<file path="config.mk">
export PLATFORM = sky130hd
export DESIGN_NAME = lkv_ctrl
export DESIGN_NICKNAME = d
export VERILOG_FILES = /design/src/rtl/core/lkv_pkg.sv /design/src/rtl/core/lkv_ctrl.sv
export SDC_FILE = /design/constraint.sdc
export NUM_CORES = 1
export LEC_CHECK = 0
export ABC_CLOCK_PERIOD_IN_PS = 2200
export BUFFER_PORTS_ARGS = -buffer_cell sky130_fd_sc_hd__buf_2
export CORE_AREA = 4 4 41 43
export CTS_CLUSTER_SIZE = 30
export DETAILED_ROUTE_END_ITERATION = 7
export DIE_AREA = 0 0 45 47
export HOLD_SLACK_MARGIN = 0.06
export PLACE_DENSITY = 0.42
export SLEW_MARGIN = 10
export SYNTH_ARGS = -nofsm -noshare
export SYNTH_HDL_FRONTEND = slang
export SYNTH_SLANG_ARGS = --single-unit
</file>
<file path="constraint.sdc">
create_clock -name clk -period 2.2 [get_ports clk]
set_clock_uncertainty 0.1 [all_clocks]
set_input_delay 0.11 -clock clk [delete_from_list [all_inputs] [get_ports clk]]
set_output_delay 0.11 -clock clk [all_outputs]
set_load 0.01 [all_outputs]
</file>
<file path="src/rtl/core/lkv_pkg.sv">
// shared constants, operation codes and status type for the lru key/value store core
// depends on nothing; imported by lkv_ctrl, lkv_datapath and lru_key_value_store_core
package lkv_pkg;

	localparam int MAX_ENTRIES = 64;
	localparam int IDX_W       = $clog2(MAX_ENTRIES);
	localparam int CNT_W       = $clog2(MAX_ENTRIES + 1);
	localparam int KEY_W       = 32;
	localparam int VAL_W       = 32;
	localparam int CAP_W       = 7;
	localparam int CAP_RESET   = (64 > MAX_ENTRIES) ? MAX_ENTRIES : 64;

	// configuration port
	localparam int APB_AW = 3;
	localparam int APB_DW = 32;
	localparam logic [APB_AW-3:0] REG_CAPACITY = '0;

	// item commands
	localparam logic CMD_ADD    = 1'b0;
	localparam logic CMD_ACCESS = 1'b1;

	// datapath operation for the current cycle
	typedef enum logic [2:0] {
		OP_IDLE,
		OP_LOAD,
		OP_LOOKUP,
		OP_RESOLVE,
		OP_EMIT,
		OP_TOUCH
	} lkv_op_t;

	// datapath status seen by the controller
	typedef struct packed {
		logic scan_done;
		logic is_access;
		logic hit;
		logic out_free;
	} lkv_stat_t;

endpackage

</file>
<file path="src/rtl/core/lkv_ctrl.sv">
// controller state machine of the lru key/value store core
// depends on lkv_pkg; drives lkv_datapath through lkv_op_t and reads lkv_stat_t
module lkv_ctrl (
	input  logic               clk,
	input  logic               arst_n,
	input  logic               in_valid,
	output logic               in_ready,
	input  lkv_pkg::lkv_stat_t stat,
	output lkv_pkg::lkv_op_t   op
);
	import lkv_pkg::*;

	typedef enum logic [2:0] {
		S_IDLE,
		S_LOOKUP,
		S_RESOLVE,
		S_RESULT,
		S_TOUCH
	} state_t;

	state_t state_q;
	state_t state_next;
	logic   ready_q;
	logic   accept;

	assign accept   = in_valid & ready_q;
	assign in_ready = ready_q;

	always_comb begin
		state_next = state_q;
		op         = OP_IDLE;
		unique case (state_q)
			S_IDLE: begin
				if (accept) begin
					op         = OP_LOAD;
					state_next = S_LOOKUP;
				end
			end
			S_LOOKUP: begin
				op = OP_LOOKUP;
				if (stat.scan_done) begin
					state_next = S_RESOLVE;
				end
			end
			S_RESOLVE: begin
				op         = OP_RESOLVE;
				state_next = stat.is_access ? S_RESULT : S_TOUCH;
			end
			S_RESULT: begin
				op = OP_EMIT;
				if (stat.out_free) begin
					state_next = stat.hit ? S_TOUCH : S_IDLE;
				end
			end
			S_TOUCH: begin
				op = OP_TOUCH;
				if (stat.scan_done) begin
					state_next = S_IDLE;
				end
			end
			default: begin
				state_next = S_IDLE;
			end
		endcase
	end

	always_ff @(posedge clk or negedge arst_n) begin
		if (!arst_n) begin
			state_q <= S_IDLE;
			ready_q <= 1'b1;
		end else begin
			state_q <= state_next;
			ready_q <= (state_next == S_IDLE);
		end
	end

endmodule

</file>
==> results.py <==
metrics = {
    "yosys": {
        "synth_seq_cells": 4,
        "synth.yosys.seq_area_share_pct": 35.7,
        "synth_cell_type_count": 22,
        "yosys_warnings": 0,
        "synth.net_count": 39,
        "avgSynthCellArea_um2": 8.88,
        "synth_area_leader_cell": "dfrtp_1",
        "syn_inst": 32,
        "synthTopCellsByArea": "dfrtp_1 (26%), dfstp_2 (9.3%), mux2i_1 (7.0%)",
        "synth_top_cell_area_share_pct": 26.4,
        "synth_area_um2": 284,
    },
    "critical_path": {
        "max_stage_delay_ns": 0.49,
        "startpoint_type": "flop",
        "worstPathCellList": "nor2b_1 > nand2_1 > o21ai_0 > buf_2",
        "r2r_setup_slack_ns": 0.84,
        "endpoint_kind": "output pin",
        "critPathRequiredTime_ns": 1.99,
        "critPathMaxFanout": 10,
        "r2r-start": "state_q[1]",
        "timing.rr.end": "in_ready",
        "cp_slowest_cell": "dfrtp_1",
        "crit_type": "reg -> out",
        "r2r_cells": 4,
        "arrival_ns": 1.33,
    },
    "die": {
        "die_w_um": 45,
        "boundaryPins": 11,
        "core-area_um2": 1300,
        "fp.dieArea_um2": 2120,
        "rows": 13,
        "start_util_pct": 21.8,
        "die_h_um": 47,
    },
    "worst_hold_path": {
        "min_path_type": "in -> async",
    },
    "sta": {
        "finalSetupTns_ns": 0,
        "finalSetupViolations": 0,
        "period_needed_ns": 1.54,
        "rsz0062_at_grt": "false",
        "relSlewSlack_pct": 76.2,
        "timing.fmax_ghz": 0.650,
        "finalCritPeriodShare_pct": 69.9,
        "finalHoldViolCount": 0,
        "worst_pin_slew_ns": 0.356,
        "maxSlewViolCount": 0,
    },
    "placed_design": {
        "gp_congestion": 0.759,
        "hpwl_um": 503,
        "portBuffers": 10,
    },
    "route": {
        "vias": 273,
        "route.detailed.wl_per_inst_um": 11.4,
        "drtIter0Drc": 1,
        "drc": 0,
        "via_per_inst": 4.63,
        "totalWireLength_um": 672,
        "firstDrtPassIters": 2,
        "ant_nets": 0,
    },
    "power_and_ir_drop": {
        "peakVddDrop_v": 0.000502,
        "power_density_nw_per_um2": 1420,
        "p_leak_nw": 0.171,
    },
    "global_route": {
        "track_usage_pct": 8.47,
        "grt_pass1_vias": 299,
        "grt_max_degree": 12,
        "antenna_found_initial": 0,
        "grt_busiest_layer": "met4",
        "met1_usage_pct": 8.92,
        "grt_pass1_wl_um": 1170,
        "grt.met3_usage_pct": 1.53,
        "grt.met2_usage_pct": 12.1,
        "grt_overflow": 0,
    },
    "status": {
        "status": "finished clean",
    },
    "cells_and_area": {
        "final_util_pct": 28.3,
        "layout_commonest_cell": "buf_2",
        "final_cell_mix": "buf_2 (10), nand2_1 (3), a21oi_1 (3), clkbuf_4 (3), dfrtp_1 (3)",
        "areaGrowthSynthToFinish_pct": 29.5,
        "antenna_cells": 0,
        "fin_nets": 52,
        "drive_above_1_share_pct": 38.6,
    },
    "clocking": {
        "postCtsSetupBuffers": 0,
        "cts-htree-levels": 1,
        "clk_pin_slew_ns": 0.05,
        "cts_sinks": 4,
        "post_cts_resized": 0,
        "cts_made_buffers": 3,
        "cts_tree": "done",
        "post_cts_hold_buffer_count": 1,
        "root_buffer": "clkbuf_4",
        "clk_latency_ns": 0.25,
        "clockBufferDepth": 2,
    },
    "run": {
        "drv_cap": 0,
    },
}
-- report_power, final --
group          total [mW]  leakage [nW]  switching (mW)  internal [mW]
Sequential          0.181        0.0498          0.0671          0.114
Clock               0.108        0.0150          0.0391         0.0686
Combinational       0.233         0.106           0.111          0.122
-- flip-flops by register name (all words and copies together) (netlist names) --
signal    cells
state_q       3
in_ready      1
-- cell families (layout without fill, tap and decap cells) --
| logic type | Yosys count | count (layout) | share of synthesized area (%) |
|---|---|---|---|
| compound gates | 9 | 9 | 21.6 |
| xor+xnor | 1 | 1 | 3.08 |
| buf+inv | 5 | 17 | 10.1 |
| flops | 4 | 4 | 35.7 |
| mux | 2 | 2 | 7.05 |
| simple gates | 11 | 11 | 22.5 |
-- synth_stat cells, drive strengths merged --
cell    n
mux2i   2
nor2b   1
xnor2   1
o21ai   1
nor3    1
nand3b  1
nand2   3
nand2b  1
o211ai  1
dfrtp   3
o21a    1
a21o    1
nand4   1
inv     2
a21oi   4
a22o    1
buf     3
nor4b   1
nor2    2
dfstp   1
-- how the worst max path moves through the flow --
| stage | start | endpoint | slack [ns] | cells past startpoint |
|---|---|---|---|---|
| after floorplan | state_q[2] | in_ready | 0.99 | 5 |
| after global placement | state_q[0] | in_ready | 0.84 | 4 |
| after detailed placement | state_q[0] | in_ready | 0.85 | 4 |
| after CTS | state_q[1] | op[2] | 0.65 | 4 |
| after global routing | state_q[1] | op[2] | 0.56 | 4 |
| final | state_q[1] | op[2] | 0.66 | 4 |
-- final cells by class --
cell class | instances | area (µm²)
fill | 154 | 933
tap | 15 | 18.8
sequential | 4 | 101
inverter | 2 | 7.51
timing repair buffer | 11 | 60.1
clock buffer | 4 | 26.3
multi-input combinational | 23 | 154
-- stage by stage --
step           setup WS [ns]  cells  area [µm²]  hold WS [ns]  power (mW)
6_report               0.662     59         368        0.0797       0.522
4_1_cts                0.646     59         368        0.0847       0.531
3_5_place_dp           0.855     54         332        -0.181       0.419
5_1_grt                0.555     59         368        0.0942       0.573
3_3_place_gp           0.843     54         332        -0.187       0.414
2_1_floorplan          0.989     32         284        -0.286       0.361
-- layer usage --
metal	share of wire [%]	vias up
li1	-	134
met1	43	127
met2	49	9
met3	3.6	3
met4	4.2	0
met5	0	-
-- critical path, delay by kind of cell (launching register included) --
kind                   cells  cell delay (ns)
AOI/OAI and AO/OA          1             0.08
DFF                        1             0.49
buffers and inverters      1             0.15
and+or+nand+nor            2             0.34
Power figures use the tool's default switching activity.
