### src/rtl/core/lkv_pkg.sv
// shared constants, operation codes and status type for the lru key/value store core
// depends on nothing; imported by lkv_ctrl, lkv_datapath and lru_key_value_store_core
package lkv_pkg;

	localparam int MAX_ENTRIES = 64;
	localparam int IDX_W       = $clog2(MAX_ENTRIES);
	localparam int CNT_W       = $clog2(MAX_ENTRIES + 1);
	localparam int KEY_W       = 32;
	localparam int VAL_W       = 32;
	localparam int CAP_W       = 7;
	localparam int CAP_RESET   = (64 > MAX_ENTRIES) ? MAX_ENTRIES : 64;

	// configuration port
	localparam int APB_AW = 3;
	localparam int APB_DW = 32;
	localparam logic [APB_AW-3:0] REG_CAPACITY = '0;

	// item commands
	localparam logic CMD_ADD    = 1'b0;
	localparam logic CMD_ACCESS = 1'b1;

	// datapath operation for the current cycle
	typedef enum logic [2:0] {
		OP_IDLE,
		OP_LOAD,
		OP_LOOKUP,
		OP_RESOLVE,
		OP_EMIT,
		OP_TOUCH
	} lkv_op_t;

	// datapath status seen by the controller
	typedef struct packed {
		logic scan_done;
		logic is_access;
		logic hit;
		logic out_free;
	} lkv_stat_t;

endpackage

### src/rtl/core/lkv_datapath.sv
// datapath of the lru key/value store core: key, value and rank memories, scan, output register
// depends on lkv_pkg; sequenced by lkv_ctrl
module lkv_datapath (
	input  logic                        clk,
	input  logic                        arst_n,
	input  lkv_pkg::lkv_op_t            op,
	input  logic                        item_cmd,
	input  logic [lkv_pkg::KEY_W-1:0]   item_key,
	input  logic [lkv_pkg::VAL_W-1:0]   item_value,
	input  logic                        cfg_we,
	input  logic [lkv_pkg::CAP_W-1:0]   cfg_wdata,
	output logic [lkv_pkg::CNT_W-1:0]   capacity,
	output lkv_pkg::lkv_stat_t          stat,
	output logic                        out_valid,
	output logic                        out_found,
	output logic [lkv_pkg::VAL_W-1:0]   out_value,
	input  logic                        out_ready
);
	import lkv_pkg::*;

	logic [KEY_W-1:0] key_mem  [MAX_ENTRIES];
	logic [VAL_W-1:0] val_mem  [MAX_ENTRIES];
	logic [IDX_W-1:0] rank_mem [MAX_ENTRIES];

	// current item
	logic             cmd_q;
	logic [KEY_W-1:0] key_q;
	logic [VAL_W-1:0] val_q;

	logic [CNT_W-1:0] count_q;
	logic [CNT_W-1:0] capacity_q;
	logic [CNT_W-1:0] idx_q;

	// memory read stage
	logic             lk_vld_s1;
	logic             tc_vld_s1;
	logic [IDX_W-1:0] rd_idx_s1;
	logic [KEY_W-1:0] key_rd_s1;
	logic [VAL_W-1:0] val_rd_s1;
	logic [IDX_W-1:0] rank_rd_s1;

	// lookup results and touch parameters
	logic             hit_q;
	logic [IDX_W-1:0] hit_slot_q;
	logic [IDX_W-1:0] hit_rank_q;
	logic [IDX_W-1:0] victim_q;
	logic [IDX_W-1:0] slot_q;
	logic [CNT_W-1:0] thresh_q;

	logic             out_valid_q;
	logic             out_found_q;
	logic [VAL_W-1:0] out_value_q;

	logic             scanning;
	logic             issue;
	logic [IDX_W-1:0] rd_addr;
	logic [CNT_W-1:0] last_rank;
	logic             is_full;
	logic             has_room;
	logic             wr_en;
	logic [IDX_W-1:0] wr_addr;
	logic             grow;
	logic [CNT_W-1:0] cap_clamped;
	logic [IDX_W-1:0] rank_new;
	logic             out_free;

	assign scanning  = (op == OP_LOOKUP) || (op == OP_TOUCH);
	assign issue     = scanning && (idx_q < count_q);
	assign rd_addr   = scanning ? idx_q[IDX_W-1:0] : hit_slot_q;
	assign last_rank = count_q - CNT_W'(1);
	assign is_full   = (count_q >= capacity_q) && (count_q != '0);
	assign has_room  = count_q < CNT_W'(MAX_ENTRIES);

	// add: update in place on a hit, else replace the victim or take the next free slot
	always_comb begin
		priority if (hit_q) begin
			wr_addr = hit_slot_q;
		end else if (is_full) begin
			wr_addr = victim_q;
		end else begin
			wr_addr = count_q[IDX_W-1:0];
		end
	end

	assign wr_en = (op == OP_RESOLVE) && (cmd_q == CMD_ADD) && (hit_q || is_full || has_room);
	assign grow  = (op == OP_RESOLVE) && (cmd_q == CMD_ADD) && !hit_q && !is_full && has_room;

	always_comb begin
		priority if (cfg_wdata == '0) begin
			cap_clamped = CNT_W'(1);
		end else if (32'(cfg_wdata) > MAX_ENTRIES) begin
			cap_clamped = CNT_W'(MAX_ENTRIES);
		end else begin
			cap_clamped = CNT_W'(cfg_wdata);
		end
	end

	// entries more recent than the touched one age by one, the touched one becomes rank 0
	always_comb begin
		priority if (rd_idx_s1 == slot_q) begin
			rank_new = '0;
		end else if (CNT_W'(rank_rd_s1) < thresh_q) begin
			rank_new = rank_rd_s1 + IDX_W'(1);
		end else begin
			rank_new = rank_rd_s1;
		end
	end

	assign out_free = !out_valid_q || out_ready;

	// memories
	always_ff @(posedge clk) begin
		key_rd_s1  <= key_mem[rd_addr];
		val_rd_s1  <= val_mem[rd_addr];
		rank_rd_s1 <= rank_mem[rd_addr];
		if (wr_en) begin
			key_mem[wr_addr] <= key_q;
			val_mem[wr_addr] <= val_q;
		end
		if (tc_vld_s1) begin
			rank_mem[rd_idx_s1] <= rank_new;
		end
	end

	// payload registers
	always_ff @(posedge clk) begin
		rd_idx_s1 <= idx_q[IDX_W-1:0];
		if (op == OP_LOAD) begin
			cmd_q <= item_cmd;
			key_q <= item_key;
			val_q <= item_value;
		end
		if (op == OP_LOOKUP && lk_vld_s1) begin
			if (key_rd_s1 == key_q) begin
				hit_slot_q <= rd_idx_s1;
				hit_rank_q <= rank_rd_s1;
			end
		end
		if (op == OP_LOAD) begin
			victim_q <= '0;
		end else if (op == OP_LOOKUP && lk_vld_s1 && CNT_W'(rank_rd_s1) == last_rank) begin
			victim_q <= rd_idx_s1;
		end
		if (op == OP_RESOLVE) begin
			slot_q <= (cmd_q == CMD_ACCESS) ? hit_slot_q : wr_addr;
			priority if (hit_q) begin
				thresh_q <= CNT_W'(hit_rank_q);
			end else if (is_full) begin
				thresh_q <= last_rank;
			end else begin
				thresh_q <= count_q;
			end
		end
		if (op == OP_EMIT && out_free) begin
			out_found_q <= hit_q;
			out_value_q <= hit_q ? val_rd_s1 : '1;
		end
	end

	// control registers
	always_ff @(posedge clk or negedge arst_n) begin
		if (!arst_n) begin
			count_q     <= '0;
			capacity_q  <= CNT_W'(CAP_RESET);
			idx_q       <= '0;
			lk_vld_s1   <= 1'b0;
			tc_vld_s1   <= 1'b0;
			hit_q       <= 1'b0;
			out_valid_q <= 1'b0;
		end else begin
			if (cfg_we && count_q == '0) begin
				capacity_q <= cap_clamped;
			end
			if (grow) begin
				count_q <= count_q + CNT_W'(1);
			end
			if (op == OP_LOAD || op == OP_RESOLVE) begin
				idx_q <= '0;
			end else if (issue) begin
				idx_q <= idx_q + CNT_W'(1);
			end
			lk_vld_s1 <= issue && (op == OP_LOOKUP);
			tc_vld_s1 <= issue && (op == OP_TOUCH);
			if (op == OP_LOAD) begin
				hit_q <= 1'b0;
			end else if (op == OP_LOOKUP && lk_vld_s1 && key_rd_s1 == key_q) begin
				hit_q <= 1'b1;
			end
			if (op == OP_EMIT && out_free) begin
				out_valid_q <= 1'b1;
			end else if (out_ready) begin
				out_valid_q <= 1'b0;
			end
		end
	end

	assign stat.scan_done = (idx_q >= count_q) && !lk_vld_s1 && !tc_vld_s1;
	assign stat.is_access = (cmd_q == CMD_ACCESS);
	assign stat.hit       = hit_q;
	assign stat.out_free  = out_free;

	assign capacity  = capacity_q;
	assign out_valid = out_valid_q;
	assign out_found = out_found_q;
	assign out_value = out_value_q;

endmodule

### config.mk
export PLATFORM = sky130hd
export DESIGN_NAME = lkv_datapath
export DESIGN_NICKNAME = d
export VERILOG_FILES = /design/src/rtl/core/lkv_pkg.sv /design/src/rtl/core/lkv_datapath.sv
export SDC_FILE = /design/constraint.sdc
export NUM_CORES = 2
export LEC_CHECK = 0
export BUFFER_PORTS_ARGS = -buffer_cell sky130_fd_sc_hd__buf_2
export CORE_ASPECT_RATIO = 0.7
export CORE_UTILIZATION = 40
export CTS_CLUSTER_SIZE = 10
export DETAILED_ROUTE_END_ITERATION = 16
export SYNTH_ARGS = -nofsm -noshare
export SYNTH_HDL_FRONTEND = slang
export SYNTH_MEMORY_MAX_BITS = 65536
export SYNTH_SLANG_ARGS = --single-unit
export TNS_END_PERCENT = 5
### constraint.sdc
create_clock -name clk -period 10.89 [get_ports clk]
set_input_delay 0.5445 -clock clk [delete_from_list [all_inputs] [get_ports clk]]
set_output_delay 0.5445 -clock clk [all_outputs]
set_load 0.02 [all_outputs]
==> metrics.csv <==
metric;value;unit
portion of total power attributed to sequential cells;51.3;%
Buffers on Ports;123;
clock slew at reported path FFs;60;ps
peak clock frequency supported by timing;158;MHz
power share of the clock group;42.0;%
clock tree from TritonCTS;done;
FF+latch count, synth;4710;
Core Region;0.441;sq mm
post-synthesis async set-or-reset flop share;0.531;%
area of the multi-input gates;0.0354;sq mm
pins over their slew limit;0;
post-detail-place hpwl;279;mm
via count of the first global-routing pass;88809;
commonest cells in the synthesized netlist;4603 x edfxtp_1, 1089 x mux4_2, 536 x a22oi_1, 278 x a21oi_1, 215 x buf_2;
first-pass GRT wire length;702;mm
startpoint-to-endpoint class of the critical path;reg2reg;
NumNets Final;8552;
switching portion of total power;22.2;%
fraction of the yosys area taken by sequential cells;79.2;%
Int Power;30.6;mW
largest buffer count on any clock path;4;
Yosys Warn Count;0;
Total Neg Setup Slack;0;ps
cell area after layout;0.203;sq mm
netlist area before placement;0.177;sq mm
area overhead of the layout relative to synthesis;14.2;%
Setup violations, final;0;
boundary pin count;124;
type of origin of the critical path;flop;
overflow left after global routing;0;
end of the worst hold path;capacity[5];
Critical Path End Type;flop;
Yosys top cell by area;edfxtp_1;
number of core rows;204;
Synth cell types;65;
result of the run;finished, final reports clean;
number of flops mapped to enable cells by yosys;4603;
share of the synthesized area in the top cell type;77.9;%
Max IR drop VDD;0.148;mV
DRC violation total after the first TritonRoute iteration;13368;
Total Die Area;0.446;sq mm
worst setup slack for register-to-register paths;4550;ps
Top FF cell, synth;edfxtp_1;
cell count of the worst reg-to-reg path;12;
top cells by area in the synthesized netlist;edfxtp_1 78%, mux4_2 14%, a22oi_1 2.3%;
Mapped Nets;7952;
clock tree root buffer cell;clkbuf_16;
die boundary height;559;um
hold_sp;cfg_wdata[5];
total length of routed wires;504;mm
mean routed wirelength per cell;34.5;um
RD Place Congestion;0.819;
final routed DRC violation total;0;
actual slew at the worst max-slew pin;1380;ps
cell with the most instances after synthesis;edfxtp_1;
Power Dens Cells;194;mW/mm^2
clk sink count;4710;
leakage power total;62.4;nW
via density per instance;6.11;
endpoint required time on the critical path;11470;ps
cell depth of the worst hold path;3;
placed inst area;0.186;sq mm
number of buffers inserted during clock tree synthesis;549;
maximum clock skew at final layout;68.1;ps
combined global-route utilization of all metal layers;22.2;%
pin count of the biggest net entering global routing;113;
maximum fanout along the worst path;32;
drt first pass iters;5;
area of all sequential standard cells;0.140;sq mm
initial antenna violation count;42;
worst hold-check path type;in2reg;
number of maximum-capacitance violations;0;
# resized after CTS;0;
per-instance average area after synthesis;22.6;sq um
headroom to the max-slew limit;8.10;%
Hold Fails Final Rpt;0;
count of antenna-violating nets left after detailed routing;0;
RSZ-0062 raised after global routing;false;
FF-to-FF Start;count_q[0];
H-tree Lvls;6;
final-layout fill cell count;36016;
starting density of the core;40.2;%
combinational share of power;6.7;%
critical path arrival;6920;ps
Skew-Pair Late Insertion Delay;960;ps
share of post-route cells with drive strength above 1;25.5;%
die width;798;um
final critical delay including setup and external delays;6340;ps
crit share post-route;58.2;%
post-synthesis cell count;7849;
Net Sw Power;8.75;mW
Vias;89317;
capture point of the worst reg-to-reg path;key_mem[52][31];
stage by stage:
step	power [mW]	utilization, %	setup slack (ps)	std cells	hold slack (ps)
2_1_floorplan	22.2	-	5120	7849	249
3_3_place_gp	23.2	42.3	4560	13700	479
3_5_place_dp	23.2	42.3	4600	13700	483
4_1_cts	39.6	45.9	4570	14602	31.7
5_1_grt	40.4	45.9	4330	14602	86.9
6_report	39.3	45.9	4550	14608	82.8
worst max-delay path, cell delays in order, from the launching register on:
cell	delay, ps
dfrtp_1	500
inv_1	240
ha_1	360
nand2b_1	100
a21o_1	130
a21oi_1	120
o21ai_1	630
nand3_1	250
a31oi_1	540
nand3_1	750
nor2_4	1040
buf_4	480
buf_4	700
power by group through the flow:
stage | sequential (mW) | clock [mW] | combinational [mW]
2_1_floorplan | 20.6 | 0 | 1.57
3_3_place_gp | 20.6 | 0 | 2.58
3_5_place_dp | 20.6 | 0 | 2.63
4_1_cts | 20.2 | 16.7 | 2.66
5_1_grt | 20.2 | 17.4 | 2.79
6_report | 20.2 | 16.5 | 2.64
routing by layer:
layer,GRT usage [%],vias up,wire length [um]
li1,-,34643,-
met1,34.3,48531,213000
met2,31.6,5379,219000
met3,5.61,742,60200
met4,5.27,22,12400
met5,0,-,126
layout by cell type (no fill, tap or decap), types with 12 or more instances in the layout:
cell type	instances
buf_12	26
nand2b_1	45
a22oi_1	536
dlygate4sd3_1	69
a21oi_1	276
a32oi_1	12
dfxtp_1	82
inv_6	25
buf_2	123
clkbuf_16	562
nand3_1	35
nor2_4	76
a31oi_1	19
edfxtp_1	4603
o21ai_0	26
or4_1	68
nand2_1	101
ha_1	24
mux4_2	1089
xnor2_1	25
mux2i_1	36
clkbuf_1	226
nand4_1	17
xor2_1	43
nor2_1	110
dfrtp_1	23
inv_1	25
buf_4	271
layout make-up:
| cell class | instances | area share [%] |
|---|---|---|
| clock inverter | 44 | 0.278 |
| clock buffer | 789 | 7.36 |
| inverter | 25 | 0.0463 |
| sequential | 4710 | 69.3 |
| multi-input combinational | 2674 | 17.4 |
| antenna | 6 | 0.00741 |
| tap | 5871 | 3.62 |
| timing repair buffer | 489 | 1.91 |
cell families (layout without fill, tap and decap cells):
group	after synthesis	after routing	synth area share (%)
adders and majority gates	24	24	0.169
DFF	4710	4710	79.2
xor gates and xnor gates	68	68	0.336
AOI/OAI and AO/OA	925	925	3.51
other	0	6	0
buffers and inverters	465	1347	1.23
muxes	1135	1135	14.1
and+or+nand+nor	522	522	1.48
worst max path at each step:
stage / from / end / slack (ps) / cells after the start
6_report: count_q[0] / key_mem[52][31] / 4550 / 12
5_1_grt: count_q[0] / key_mem[52][31] / 4330 / 12
4_1_cts: count_q[0] / key_mem[52][31] / 4570 / 12
3_5_place_dp: count_q[0] / key_mem[52][2] / 4600 / 12
3_3_place_gp: count_q[0] / key_mem[52][2] / 4560 / 12
2_1_floorplan: count_q[0] / key_mem[4][0] / 5120 / 11
state kept, by name, indices dropped and copies added (netlist names), 7 cells and up:
signal	cells
capacity	7
count_q	7
idx_q	7
key_mem	2048
key_q	32
key_rd_s1	32
out_value	32
rank_mem	384
thresh_q	7
val_mem	2048
val_q	32
val_rd_s1	32
what timing repair did:
item | CTS | global route
endpoints found under the hold margin | 92 | 0
setup buffers | 0 | 0
hold buffers | 69 | 0
(Power assumes the default switching activity.)
